==> config.mk <==
export PLATFORM = sky130hd
export DESIGN_NAME = request_deadline_table_flat
export DESIGN_NICKNAME = d
export VERILOG_FILES = /design/src/design/rdt_pkg.sv /design/src/design/rdt_req_if.sv /design/src/design/rdt_rsp_if.sv /design/src/design/rdt_ctrl.sv /design/src/design/rdt_dp.sv /design/src/design/request_deadline_table.sv /design/src/flat_wrapper.sv
export SDC_FILE = /design/constraint.sdc
export NUM_CORES = 2
export LEC_CHECK = 0
export BUFFER_PORTS_ARGS = -buffer_cell sky130_fd_sc_hd__buf_4
export CORE_MARGIN = 1
export CORE_UTILIZATION = 25
export DETAILED_ROUTE_END_ITERATION = 8
export PLACE_DENSITY = 0.48
export SYNTH_ARGS = -nofsm -noshare
export SYNTH_HDL_FRONTEND = slang
export SYNTH_SLANG_ARGS = --single-unit
==> constraint.sdc <==
create_clock -name clock -period 6.1 [get_ports clock]
set_clock_uncertainty 0.15 [all_clocks]
set_input_delay 1.22 -clock clock [delete_from_list [all_inputs] [get_ports clock]]
set_output_delay 1.22 -clock clock [all_outputs]
set_load 0.02 [all_outputs]
==> src/design/rdt_pkg.sv <==
// Shared types and defaults for the request deadline table.
// Used by the interfaces, the controller, the datapath and the top level.
`default_nettype none

package rdt_pkg;

   localparam int CAPACITY_DEF   = 64;
   localparam int ID_WIDTH_DEF   = 16;
   localparam int TIME_WIDTH_DEF = 32;

   localparam int TYPE_WIDTH   = 2;
   localparam int STATUS_WIDTH = 3;

   typedef enum logic [TYPE_WIDTH-1:0] {
      OP_SET    = 2'd0,
      OP_REMOVE = 2'd1,
      OP_TICK   = 2'd2,
      OP_NONE   = 2'd3
   } op_type;

   typedef enum logic [STATUS_WIDTH-1:0] {
      STAT_INSERTED  = 3'd0,
      STAT_UPDATED   = 3'd1,
      STAT_FULL      = 3'd2,
      STAT_REMOVED   = 3'd3,
      STAT_NOT_FOUND = 3'd4,
      STAT_EXPIRED   = 3'd5,
      STAT_NONE      = 3'd6
   } status_type;

   // controller -> datapath
   typedef struct packed {
      logic ready;     // input channel may take a beat
      logic start;     // beat taken: latch item, restart scan
      logic scan;      // a slot is under inspection this cycle
      logic advance;   // step to the next slot
      logic act;       // apply the hit action at the current slot
      logic finish;    // emit the closing result
   } cmd_type;

   // datapath -> controller
   typedef struct packed {
      op_type kind;
      logic   req_valid;
      logic   hit;
      logic   at_end;
      logic   out_busy;
      logic   pend_valid;
   } stat_type;

endpackage

`default_nettype wire

==> src/design/rdt_req_if.sv <==
// Input channel of the request deadline table: valid/ready plus item fields.
// Depends on rdt_pkg for default widths.
`default_nettype none

interface rdt_req_if #(
   parameter int ID_WIDTH   = rdt_pkg::ID_WIDTH_DEF,
   parameter int TIME_WIDTH = rdt_pkg::TIME_WIDTH_DEF
);
   logic                           valid;
   logic                           ready;
   logic [rdt_pkg::TYPE_WIDTH-1:0] req_type;
   logic [ID_WIDTH-1:0]            request_id;
   logic [TIME_WIDTH-1:0]          deadline;
   logic [TIME_WIDTH-1:0]          now_time;

   modport source (output valid, req_type, request_id, deadline, now_time, input ready);
   modport sink   (input valid, req_type, request_id, deadline, now_time, output ready);
endinterface

`default_nettype wire

==> src/design/rdt_rsp_if.sv <==
// Result channel of the request deadline table: valid/ready plus result fields.
// Depends on rdt_pkg for default widths.
`default_nettype none

interface rdt_rsp_if #(
   parameter int ID_WIDTH = rdt_pkg::ID_WIDTH_DEF
);
   logic                             valid;
   logic                             ready;
   logic [rdt_pkg::STATUS_WIDTH-1:0] status;
   logic [ID_WIDTH-1:0]              result_id;
   logic                             last;

   modport source (output valid, status, result_id, last, input ready);
   modport sink   (input valid, status, result_id, last, output ready);
endinterface

`default_nettype wire

==> src/design/rdt_ctrl.sv <==
// Sequencer for the deadline table: walks the slot scan, decides stalls.
// Depends on rdt_pkg (cmd_type, stat_type, op_type).
`default_nettype none

module rdt_ctrl (
   input  wire logic              clock,
   input  wire logic              reset,
   input  wire rdt_pkg::stat_type status,
   output rdt_pkg::cmd_type       cmd
);

   typedef enum logic [1:0] {
      S_IDLE,
      S_SCAN,
      S_DONE
   } state_type;

   state_type state_ff, state_in;

   always_comb begin
      cmd      = '0;
      state_in = state_ff;
      unique case (state_ff)
         S_IDLE: begin
            cmd.ready = 1'b1;
            if (status.req_valid) begin
               cmd.start = 1'b1;
               state_in  = S_SCAN;
            end
         end
         S_SCAN: begin
            cmd.scan = 1'b1;
            if (status.kind == rdt_pkg::OP_NONE) begin
               state_in = S_IDLE;
            end else if (status.hit && status.kind == rdt_pkg::OP_TICK) begin
               // the held expiry goes out before the new one replaces it
               if (!(status.pend_valid && status.out_busy)) begin
                  cmd.act = 1'b1;
                  if (status.at_end) begin
                     state_in = S_DONE;
                  end else begin
                     cmd.advance = 1'b1;
                  end
               end
            end else if (status.hit) begin
               if (!status.out_busy) begin
                  cmd.act  = 1'b1;
                  state_in = S_IDLE;
               end
            end else if (status.at_end) begin
               state_in = S_DONE;
            end else begin
               cmd.advance = 1'b1;
            end
         end
         S_DONE: begin
            if (!status.out_busy) begin
               cmd.finish = 1'b1;
               state_in   = S_IDLE;
            end
         end
         default: state_in = S_IDLE;
      endcase
   end

   always_ff @(posedge clock) begin
      if (reset) begin
         state_ff <= S_IDLE;
      end else begin
         state_ff <= state_in;
      end
   end

endmodule

`default_nettype wire

==> src/design/rdt_dp.sv <==
// Datapath of the deadline table: slot memories, valid bits, scan index,
// held expiry and the result register. Depends on rdt_pkg and both channel interfaces.
`default_nettype none

module rdt_dp #(
   parameter int CAPACITY   = rdt_pkg::CAPACITY_DEF,
   parameter int ID_WIDTH   = rdt_pkg::ID_WIDTH_DEF,
   parameter int TIME_WIDTH = rdt_pkg::TIME_WIDTH_DEF
) (
   input  wire logic             clock,
   input  wire logic             reset,
   rdt_req_if.sink               req_bus,
   rdt_rsp_if.source             rsp_bus,
   input  wire rdt_pkg::cmd_type cmd,
   output rdt_pkg::stat_type     status
);

   localparam int IDX_W = $clog2(CAPACITY);
   localparam logic [IDX_W-1:0] LAST_IDX = IDX_W'(CAPACITY - 1);

   logic [ID_WIDTH-1:0]   id_mem [CAPACITY];
   logic [TIME_WIDTH-1:0] dl_mem [CAPACITY];

   rdt_pkg::op_type       kind_ff;
   logic [ID_WIDTH-1:0]   id_ff;
   logic [TIME_WIDTH-1:0] dl_ff;
   logic [TIME_WIDTH-1:0] now_ff;

   logic [IDX_W-1:0]      idx_ff, idx_in;
   logic [CAPACITY-1:0]   valid_ff;
   logic [ID_WIDTH-1:0]   rd_id_ff;
   logic [TIME_WIDTH-1:0] rd_dl_ff;

   logic                  free_found_ff;
   logic [IDX_W-1:0]      free_slot_ff;
   logic                  pend_valid_ff;
   logic [ID_WIDTH-1:0]   pend_id_ff;

   logic                  out_valid_ff;
   rdt_pkg::status_type   out_status_ff;
   logic [ID_WIDTH-1:0]   out_id_ff;
   logic                  out_last_ff;

   logic                  cur_valid, id_match, expire, hit;
   logic                  push, push_last;
   rdt_pkg::status_type   push_status;
   logic [ID_WIDTH-1:0]   push_id;
   logic                  mem_we, mem_we_id;
   logic [IDX_W-1:0]      wr_addr;
   logic                  set_valid, clr_valid;
   logic [IDX_W-1:0]      vbit_addr;

   // read data always reflects the slot at idx_ff, also across stalls
   assign idx_in = cmd.start ? '0 : (cmd.advance ? idx_ff + 1'b1 : idx_ff);

   assign cur_valid = valid_ff[idx_ff];
   assign id_match  = cur_valid && (rd_id_ff == id_ff);
   assign expire    = cur_valid && (rd_dl_ff <= now_ff);

   always_comb begin
      case (kind_ff)
         rdt_pkg::OP_SET, rdt_pkg::OP_REMOVE: hit = id_match;
         rdt_pkg::OP_TICK:                    hit = expire;
         default:                             hit = 1'b0;
      endcase
   end

   always_comb begin
      push        = 1'b0;
      push_status = rdt_pkg::STAT_NONE;
      push_id     = id_ff;
      push_last   = 1'b1;
      mem_we      = 1'b0;
      mem_we_id   = 1'b0;
      wr_addr     = idx_ff;
      set_valid   = 1'b0;
      clr_valid   = 1'b0;
      vbit_addr   = idx_ff;
      if (cmd.act) begin
         case (kind_ff)
            rdt_pkg::OP_SET: begin
               push        = 1'b1;
               push_status = rdt_pkg::STAT_UPDATED;
               mem_we      = 1'b1;
            end
            rdt_pkg::OP_REMOVE: begin
               push        = 1'b1;
               push_status = rdt_pkg::STAT_REMOVED;
               clr_valid   = 1'b1;
            end
            rdt_pkg::OP_TICK: begin
               clr_valid   = 1'b1;
               push        = pend_valid_ff;
               push_status = rdt_pkg::STAT_EXPIRED;
               push_id     = pend_id_ff;
               push_last   = 1'b0;
            end
            default: ;
         endcase
      end else if (cmd.finish) begin
         push = 1'b1;
         case (kind_ff)
            rdt_pkg::OP_SET: begin
               if (free_found_ff) begin
                  push_status = rdt_pkg::STAT_INSERTED;
                  mem_we      = 1'b1;
                  mem_we_id   = 1'b1;
                  wr_addr     = free_slot_ff;
                  set_valid   = 1'b1;
                  vbit_addr   = free_slot_ff;
               end else begin
                  push_status = rdt_pkg::STAT_FULL;
               end
            end
            rdt_pkg::OP_REMOVE: push_status = rdt_pkg::STAT_NOT_FOUND;
            rdt_pkg::OP_TICK: begin
               if (pend_valid_ff) begin
                  push_status = rdt_pkg::STAT_EXPIRED;
                  push_id     = pend_id_ff;
               end else begin
                  push_status = rdt_pkg::STAT_NONE;
                  push_id     = '0;
               end
            end
            default: push = 1'b0;
         endcase
      end
   end

   // slot memories
   always_ff @(posedge clock) begin
      if (mem_we) begin
         dl_mem[wr_addr] <= dl_ff;
         if (mem_we_id) begin
            id_mem[wr_addr] <= id_ff;
         end
      end
      rd_id_ff <= id_mem[idx_in];
      rd_dl_ff <= dl_mem[idx_in];
   end

   // item fields, held for the whole scan; also the free slot, held expiry id and result
   always_ff @(posedge clock) begin
      if (cmd.start) begin
         kind_ff <= rdt_pkg::op_type'(req_bus.req_type);
         id_ff   <= req_bus.request_id;
         dl_ff   <= req_bus.deadline;
         now_ff  <= req_bus.now_time;
      end
      if (cmd.scan && !cur_valid && !free_found_ff) begin
         free_slot_ff <= idx_ff;
      end
      if (cmd.act && kind_ff == rdt_pkg::OP_TICK) begin
         pend_id_ff <= rd_id_ff;
      end
      if (push && (!out_valid_ff || rsp_bus.ready)) begin
         out_status_ff <= push_status;
         out_id_ff     <= push_id;
         out_last_ff   <= push_last;
      end
   end

   always_ff @(posedge clock) begin
      if (reset) begin
         idx_ff        <= '0;
         valid_ff      <= '0;
         free_found_ff <= 1'b0;
         pend_valid_ff <= 1'b0;
         out_valid_ff  <= 1'b0;
      end else begin
         idx_ff <= idx_in;
         if (set_valid) begin
            valid_ff[vbit_addr] <= 1'b1;
         end else if (clr_valid) begin
            valid_ff[vbit_addr] <= 1'b0;
         end
         if (cmd.start) begin
            free_found_ff <= 1'b0;
         end else if (cmd.scan && !cur_valid) begin
            free_found_ff <= 1'b1;
         end
         if (cmd.start || cmd.finish) begin
            pend_valid_ff <= 1'b0;
         end else if (cmd.act && kind_ff == rdt_pkg::OP_TICK) begin
            pend_valid_ff <= 1'b1;
         end
         if (push) begin
            out_valid_ff <= 1'b1;
         end else if (rsp_bus.ready) begin
            out_valid_ff <= 1'b0;
         end
      end
   end

   assign req_bus.ready     = cmd.ready;
   assign rsp_bus.valid     = out_valid_ff;
   assign rsp_bus.status    = out_status_ff;
   assign rsp_bus.result_id = out_id_ff;
   assign rsp_bus.last      = out_last_ff;

   assign status.kind       = kind_ff;
   assign status.req_valid  = req_bus.valid;
   assign status.hit        = hit;
   assign status.at_end     = (idx_ff == LAST_IDX);
   assign status.out_busy   = out_valid_ff && !rsp_bus.ready;
   assign status.pend_valid = pend_valid_ff;

endmodule

`default_nettype wire

==> src/design/request_deadline_table.sv <==
// Top level of the request deadline table: controller plus datapath.
// Depends on rdt_pkg, rdt_req_if, rdt_rsp_if, rdt_ctrl and rdt_dp.
//
//   channel   dir  beat fields
//   req_bus   in   req_type, request_id, deadline, now_time
//   rsp_bus   out  status, result_id, last
//
// One item at a time. A set or remove scans slot by slot, one slot per cycle from
// the slot memory read port, and stops at the matching slot. A tick always scans
// all CAPACITY slots. Reset clears the valid flops at once; no clearing pass. A busy
// result register can hold the scan at a hit slot until the beat is taken.
`default_nettype none

module request_deadline_table #(
   parameter int CAPACITY   = rdt_pkg::CAPACITY_DEF,
   parameter int ID_WIDTH   = rdt_pkg::ID_WIDTH_DEF,
   parameter int TIME_WIDTH = rdt_pkg::TIME_WIDTH_DEF
) (
   input wire logic  clock,
   input wire logic  reset,
   rdt_req_if.sink   req_bus,
   rdt_rsp_if.source rsp_bus
);

   rdt_pkg::cmd_type  cmd;
   rdt_pkg::stat_type status;

   rdt_ctrl u_ctrl (
      .clock  (clock),
      .reset  (reset),
      .status (status),
      .cmd    (cmd)
   );

   rdt_dp #(
      .CAPACITY   (CAPACITY),
      .ID_WIDTH   (ID_WIDTH),
      .TIME_WIDTH (TIME_WIDTH)
   ) u_dp (
      .clock   (clock),
      .reset   (reset),
      .req_bus (req_bus),
      .rsp_bus (rsp_bus),
      .cmd     (cmd),
      .status  (status)
   );

endmodule

`default_nettype wire

==> src/flat_wrapper.sv <==
// flat-port wrapper written by rule: the top's interface ports become plain ports
module request_deadline_table_flat 
#(
   parameter int CAPACITY   = rdt_pkg::CAPACITY_DEF,
   parameter int ID_WIDTH   = rdt_pkg::ID_WIDTH_DEF,
   parameter int TIME_WIDTH = rdt_pkg::TIME_WIDTH_DEF
)
  (clock, reset, req_bus_valid, req_bus_req_type, req_bus_request_id, req_bus_deadline, req_bus_now_time, req_bus_ready, rsp_bus_valid, rsp_bus_status, rsp_bus_result_id, rsp_bus_last, rsp_bus_ready);
  rdt_req_if #(.ID_WIDTH(ID_WIDTH), .TIME_WIDTH(TIME_WIDTH)) req_bus_i ();
  rdt_rsp_if #(.ID_WIDTH(ID_WIDTH)) rsp_bus_i ();
  input wire logic clock;
  input wire logic reset;
  input wire logic [$bits(req_bus_i.valid)-1:0] req_bus_valid;
  input wire logic [$bits(req_bus_i.req_type)-1:0] req_bus_req_type;
  input wire logic [$bits(req_bus_i.request_id)-1:0] req_bus_request_id;
  input wire logic [$bits(req_bus_i.deadline)-1:0] req_bus_deadline;
  input wire logic [$bits(req_bus_i.now_time)-1:0] req_bus_now_time;
  output wire logic [$bits(req_bus_i.ready)-1:0] req_bus_ready;
  output wire logic [$bits(rsp_bus_i.valid)-1:0] rsp_bus_valid;
  output wire logic [$bits(rsp_bus_i.status)-1:0] rsp_bus_status;
  output wire logic [$bits(rsp_bus_i.result_id)-1:0] rsp_bus_result_id;
  output wire logic [$bits(rsp_bus_i.last)-1:0] rsp_bus_last;
  input wire logic [$bits(rsp_bus_i.ready)-1:0] rsp_bus_ready;
  assign req_bus_i.valid = req_bus_valid;
  assign req_bus_i.req_type = req_bus_req_type;
  assign req_bus_i.request_id = req_bus_request_id;
  assign req_bus_i.deadline = req_bus_deadline;
  assign req_bus_i.now_time = req_bus_now_time;
  assign req_bus_ready = req_bus_i.ready;
  assign rsp_bus_valid = rsp_bus_i.valid;
  assign rsp_bus_status = rsp_bus_i.status;
  assign rsp_bus_result_id = rsp_bus_i.result_id;
  assign rsp_bus_last = rsp_bus_i.last;
  assign rsp_bus_i.ready = rsp_bus_ready;
  request_deadline_table #(.CAPACITY(CAPACITY), .ID_WIDTH(ID_WIDTH), .TIME_WIDTH(TIME_WIDTH)) u_core (.clock(clock), .reset(reset), .req_bus(req_bus_i), .rsp_bus(rsp_bus_i));
endmodule
# Word level (Yosys, flattened, before mapping)
# Memory sizes are Yosys's and may differ from the RTL's. A register that Yosys moved wholly into a read port is not among the register bits.
# Index checks and enable logic that the tools add are counted.
# classes
bitwise_logic,3
reduce_logical,26
n_eq_ne,9
shifts,0
n_div,0
magnitude_cmp,4
add_sub_neg,1
muxes,63
multipliers,0
# ops
operator,n
$mux 64,2
$mux 16,5
$and 64x64->64,1
$not 64->64,1
$or 64x64->64,1
$mux 6,6
$le 32x32->1,1
$mux 1,27
$mux 2,13
$pmux 3 s3,2
$eq 16x16->1,1
$lt 6x7->1 const B,2
$logic_and 1x1->1,10
$mux 3,3
$reduce_or 2->1,4
$add 6x1->6 const B,1
$bmux 1 s6,1
$demux 1 s6,1
$eq 2x2->1 const B,3
$eq 6x6->1 const B,1
$ge 6x1->1 const B,1
$pmux 2 s3,1
$eq 2x1->1 const B,2
$logic_not 1->1,4
8 further kinds,12
# totals
out_inout_bits,22
mem_bits_rw,3072
reg_bits,199
latchBits,0
in_bits,86
mem_count,2
rom_bits,0
# memory_table
memory,words,word_bits,read_ports,rd_clocked_by_memory_dff,write_ports,line_no,text
u_core.u_dp.dl_mem,64,32,1,1,1,rdt_dp.sv:22,logic [TIME_WIDTH-1:0] dl_mem [CAPACITY];
u_core.u_dp.id_mem,64,16,1,1,1,rdt_dp.sv:21,logic [ID_WIDTH-1:0] id_mem [CAPACITY];

# Depth between registers and ports, before layout
# depth
word_depth,17
ltp_mapped,19
mapped_depth_nobuf,14

# Cells and area by module
# A second synthesis with hierarchy kept.
# hier_totals
hier_cells,12506
area_unflattened_um2,157657.5
# modules_own_cells
mod,n_inst,area_each_um2,seq_area_each_um2,cells_per_inst
rdt_dp,1,157411.0,98394.4,12472
rdt_ctrl,1,246.5,40.0,34

# Worst setup path after synthesis
# Ideal clock, no wire load.
# synth_timing
path_kind,input port to flip-flop
startpoint,input port req_bus_valid
endpoint,register u_core.u_dp.rd_id_ff[0] (read register of u_core.u_dp.id_mem)
path_buffers,3
cell_stages,9
arrival_ns,5.215
required_ns,5.811
setup_time_ns,0.139
path_slack_ns,0.596
cell_sequence,nand2_1 -> inv_1 -> clkbuf_1 -> nor2_1 -> and2_1 -> clkbuf_1 -> clkbuf_1 -> a2111oi_0 -> nand3_1
# synth_lines
element,line_no,text
from (decl),flat_wrapper.sv:13,input wire logic [$bits(req_bus_i.valid)-1:0] req_bus_valid;
to (decl),rdt_dp.sv:31,logic [ID_WIDTH-1:0] rd_id_ff;

# Worst setup path in the final report
# layout_timing
startpoint,register u_core.u_dp.now_ff[26]
endpoint,register u_core.u_dp.rd_dl_ff[30] (read register of u_core.u_dp.dl_mem)
# layout_between
elab_chain_cells,9
word_cells_on_any_way,10
cone_classes,order compare (1); mux (7); reduce/logical (2)
# layout_lines
element,line_no,text
from (decl),rdt_dp.sv:27,logic [TIME_WIDTH-1:0] now_ff;
from (signal assigned),rdt_dp.sv:148,now_ff <= req_bus.now_time;
$le 32x32->1 (*),rdt_dp.sv:58,assign expire = cur_valid && (rd_dl_ff <= now_ff);
$logic_and 1x1->1 (*),rdt_dp.sv:58,
$pmux 1 s2 (*),rdt_dp.sv:61,case (kind_ff)
$mux 1 / $logic_and 1x1->1 (equally long branches),"rdt_ctrl.sv:45, rdt_ctrl.sv:35",
$mux 2 (*),rdt_ctrl.sv:35,end else if (status.hit && status.kind == rdt_pkg::OP_TICK) begin
$mux 2 (*),rdt_ctrl.sv:33,if (status.kind == rdt_pkg::OP_NONE) begin
$mux 3 (*),rdt_ctrl.sv:23,unique case (state_ff)
$mux 6 (*) (2 in a row),rdt_dp.sv:54,assign idx_in = cmd.start ? '0 : (cmd.advance ? idx_ff + 1'b1 : idx_ff);
to (decl),rdt_dp.sv:32,logic [TIME_WIDTH-1:0] rd_dl_ff;
# Mark *: on every way between the ends. The rest lies on a longest branch, timed or not.
# A chain may end at the register's enable or synchronous reset.

==> flow_summary.ini <==
[status]
outcome = finished, final reports clean

[global_routing]
grt_use_total_pct = 15.5
met3_usage_pct = 2.12
grt_use_met2_pct = 26.1
met1_usage_pct = 20.8
grt_max_degree = 122
grt_antenna_before_repair = 23
grt_pass1_wl_um = 576000
grt.overflow.total = 0
first_global_vias = 74600
grt-busiest-layer = met2

[finish]
layout.nets = 8911
post-route-util_pct = 29.9
nFillCells = 50200
drive_gt1_share_pct = 16.3
layout.cells.non_filler = 15800
area_growth_pct = 19.2
fin_area_sq_um = 152000

[routing]
wirelength_um = 412000
viasPerCell = 4.83
drtAntennaViolNets = 0
vias = 76300
drc = 0
drt-initial-drc-count = 7833
routedWlPerCell_um = 26.1
drt_first_pass_iters = 5

[clocking]
cts_made_buffers = 325
htree_levels = 5
cts_root_buf = clkbuf_16
clk_latency_ns = 0.93
clk_pin_slew_ns = 0.07
clock-sinks = 3319
cts_tree = built
cts.path.max_buffers = 4

[die]
start_util_pct = 25.1
dieWidth_um = 717
core_sq_um = 509000
io_pins = 108
rows = 262
dieArea_sq_um = 514000
dieHeight_um = 717

[placed_design]
globalplace.congestion = 0.855
placed_cell_area_sq_um = 142000
port_buffers = 107
hpwlAfterDp_um = 248000
pre_cts_slack_ns = -0.575
post-place-cells = 15200

[synth]
synth_ff_type = edfxtp_1
synth_edf_count = 3196
synth.ff_latch_count = 3319
syn_inst = 8232
syn_nets = 8357
synth_area_leaders = edfxtp_1 75%, nand2_1 5.1%, mux4_2 3.0%
synth_top_area_share_pct = 75.1
ys_types = 78
synth_most_common_cell = edfxtp_1
syn-cell-area_sq_um = 128000
async_reset_ff_share_pct = 0
synth.largest_area_cell = edfxtp_1
synth_warnings = 0
avgSynthCellArea_sq_um = 15.5
synth_common_cells = 3196 x edfxtp_1, 1753 x nand2_1, 450 x nand3_1, 348 x a21oi_1, 304 x mux2i_1
ys_seq_area_share_pct = 77.0

[timing]
hold_viol = 0
period_needed_ns = 6.03
tightest_slew_ns = 1.19
fin_crit_sh_pct = 98.8
finalSetupViolCount = 0
maxSlewHeadroom_pct = 20.2
maxSlewViolCount = 0
fmax_mhz = 166
fin_ws_ns = 0.0748

[worst_setup_path]
critical_path_arrival_ns = 6.38
cp_max_fo = 15
crit_type = reg2reg
slowest_delay_ns = 0.67
end_kind = flop
start_kind = flop
crit_slowest_cell = nand4_1
path_common_cell = buf_12
required_ns = 6.45
path_cells = inv_1 > ha_1 > nand4_1 > nor4_4 > nor3b_1 > o31a_2 > nor4b_2 > a21oi_4 > mux2i_4 > buf_12 > buf_12 > buf_12 > buf_4 > mux4_2 > nand2b_1 > and3_1 > nand4_1

[worst_hold_path]
hold_path.class = reg2reg

[flow_run]
drv_cap = 0

[power]
ir_drop_mv = 0.221
p_leak_nw = 49.0
power.density_nw_per_um2 = 310
-- kinds of logic after synthesis --
logic type | Yosys count | share of synthesized area, %
AOI/OAI and AO/OA | 1083 | 5.81
xor gates and xnor gates | 20 | 0.137
adders and majority gates | 39 | 0.382
buffers and inverters | 599 | 2.06
DFF | 3319 | 77.0
muxes | 475 | 5.37
and+or+nand+nor | 2697 | 9.23
-- critical path: cells and delay by family (launching register included) --
| family | cells | cell delay, ns |
|---|---|---|
| AND/OR/NAND/NOR | 7 | 2.44 |
| buffers and inverters | 5 | 0.82 |
| AO/OA/AOI/OAI | 2 | 0.81 |
| multiplexers | 2 | 0.73 |
| flip-flops | 1 | 0.32 |
| adder cells (fa/ha/maj) | 1 | 0.31 |
-- final timing paths --
check | start | endpoint | slack [ns] | depth (start not counted)
hold reg to reg | flop | flop | 0.33 | 2
setup / recovery | u_core.u_dp.now_ff[26] | u_core.u_dp.rd_dl_ff[30] | 0.07 | 17
setup reg to reg | u_core.u_dp.now_ff[26] | u_core.u_dp.rd_dl_ff[30] | 0.07 | 17
hold / removal | flop | flop | 0.33 | 2
-- placed cells by master (no fill, tap or decap), types with 8 or more instances in the layout --
| cell type | instances |
|---|---|
| a2111oi_0 | 18 |
| a2111oi_1 | 9 |
| a2111oi_2 | 14 |
| a21oi_1 | 348 |
| a221oi_1 | 221 |
| a22o_1 | 18 |
| a31oi_1 | 216 |
| a32oi_1 | 62 |
| and2_1 | 8 |
| and3_1 | 20 |
| and4_1 | 67 |
| buf_12 | 158 |
| buf_4 | 572 |
| bufinv_16 | 24 |
| clkbuf_1 | 63 |
| clkbuf_16 | 332 |
| clkinv_1 | 64 |
| clkinv_2 | 59 |
| clkinvlp_4 | 14 |
| dfxtp_1 | 122 |
| diode_2 | 20 |
| edfxtp_1 | 3196 |
| ha_1 | 39 |
| inv_1 | 95 |
| inv_6 | 11 |
| mux2i_1 | 303 |
| mux4_2 | 168 |
| nand2_1 | 1752 |
| nand2b_1 | 13 |
| nand3_1 | 448 |
| nand4_1 | 170 |
| nor2_1 | 56 |
| nor2_4 | 65 |
| nor2b_1 | 19 |
| nor3_1 | 16 |
| nor4_1 | 27 |
| o21ai_0 | 71 |
| o22ai_1 | 33 |
| xor2_1 | 16 |
-- routing by layer --
layer  share of wire (%)  up-vias
met5              0.0032        -
met4                 3.0        2
met3                 6.2      534
met2                  48     2762
met1                  43    40200
li1                    -    32900
-- repair_timing --
action,CTS,global route
resized for setup,6,3
pin swaps,4,1
cloned,0,0
setup buffers,1,4
endpoints found under the setup margin,32,5
hold buffers,0,0
-- through the flow --
step,setup TNS (ns),power (mW),hold WS (ns)
final,0,47.3,0.325
after global routing,-0.122,48.6,0.298
after CTS,0,47.7,0.257
after detailed placement,-5.73,28.0,0.315
after global placement,-6.59,28.0,0.306
after floorplan,0,27.0,0.256
-- registers in the layout, summed over array words and instances (netlist names), named ones only --
signal and count:
u_core.u_dp.rsp_bus.status 3, u_core.u_dp.rd_id_ff 16, u_core.u_dp.now_ff 32, u_core.u_dp.dl_mem 2048, u_core.u_dp.free_found_ff 1, u_core.u_dp.rd_dl_ff 32
u_core.u_dp.rsp_bus.last 1, u_core.u_dp.rsp_bus.result_id 16, u_core.u_dp.idx_ff 6, u_core.u_dp.kind_ff 2, u_core.u_dp.rsp_bus.valid 1, u_core.u_dp.id_mem 1024
u_core.u_dp.free_slot_ff 6, u_core.u_dp.pend_valid_ff 1, u_core.u_dp.id_ff 16, u_core.u_dp.pend_id_ff 16, u_core.u_dp.dl_ff 32, u_core.u_ctrl.state_ff 2
-- power breakdown --
part / internal (mW) / total, mW / switching, mW
registers: 25.1 / 25.1 / 0.0658
clock network: 11.1 / 19.8 / 8.69
logic: 0.712 / 2.38 / 1.66
total: 36.9 / 47.3 / 10.4
-- cell type report --
| type | count | area [sq um] | share of cell area (%) |
|---|---|---|---|
| Sequential cell | 3319 | 98400 | 64.6 |
| Multi-Input combinational cell | 4314 | 27400 | 18.0 |
| Clock buffer | 401 | 8610 | 5.65 |
| Tap cell | 6732 | 8420 | 5.53 |
| Timing Repair Buffer | 730 | 7460 | 4.90 |
| Clock inverter | 179 | 1550 | 1.02 |
| Inverter | 96 | 365 | 0.240 |
| Antenna cell | 20 | 50.0 | 0.0329 |
Power figures use the tool's default switching activity.
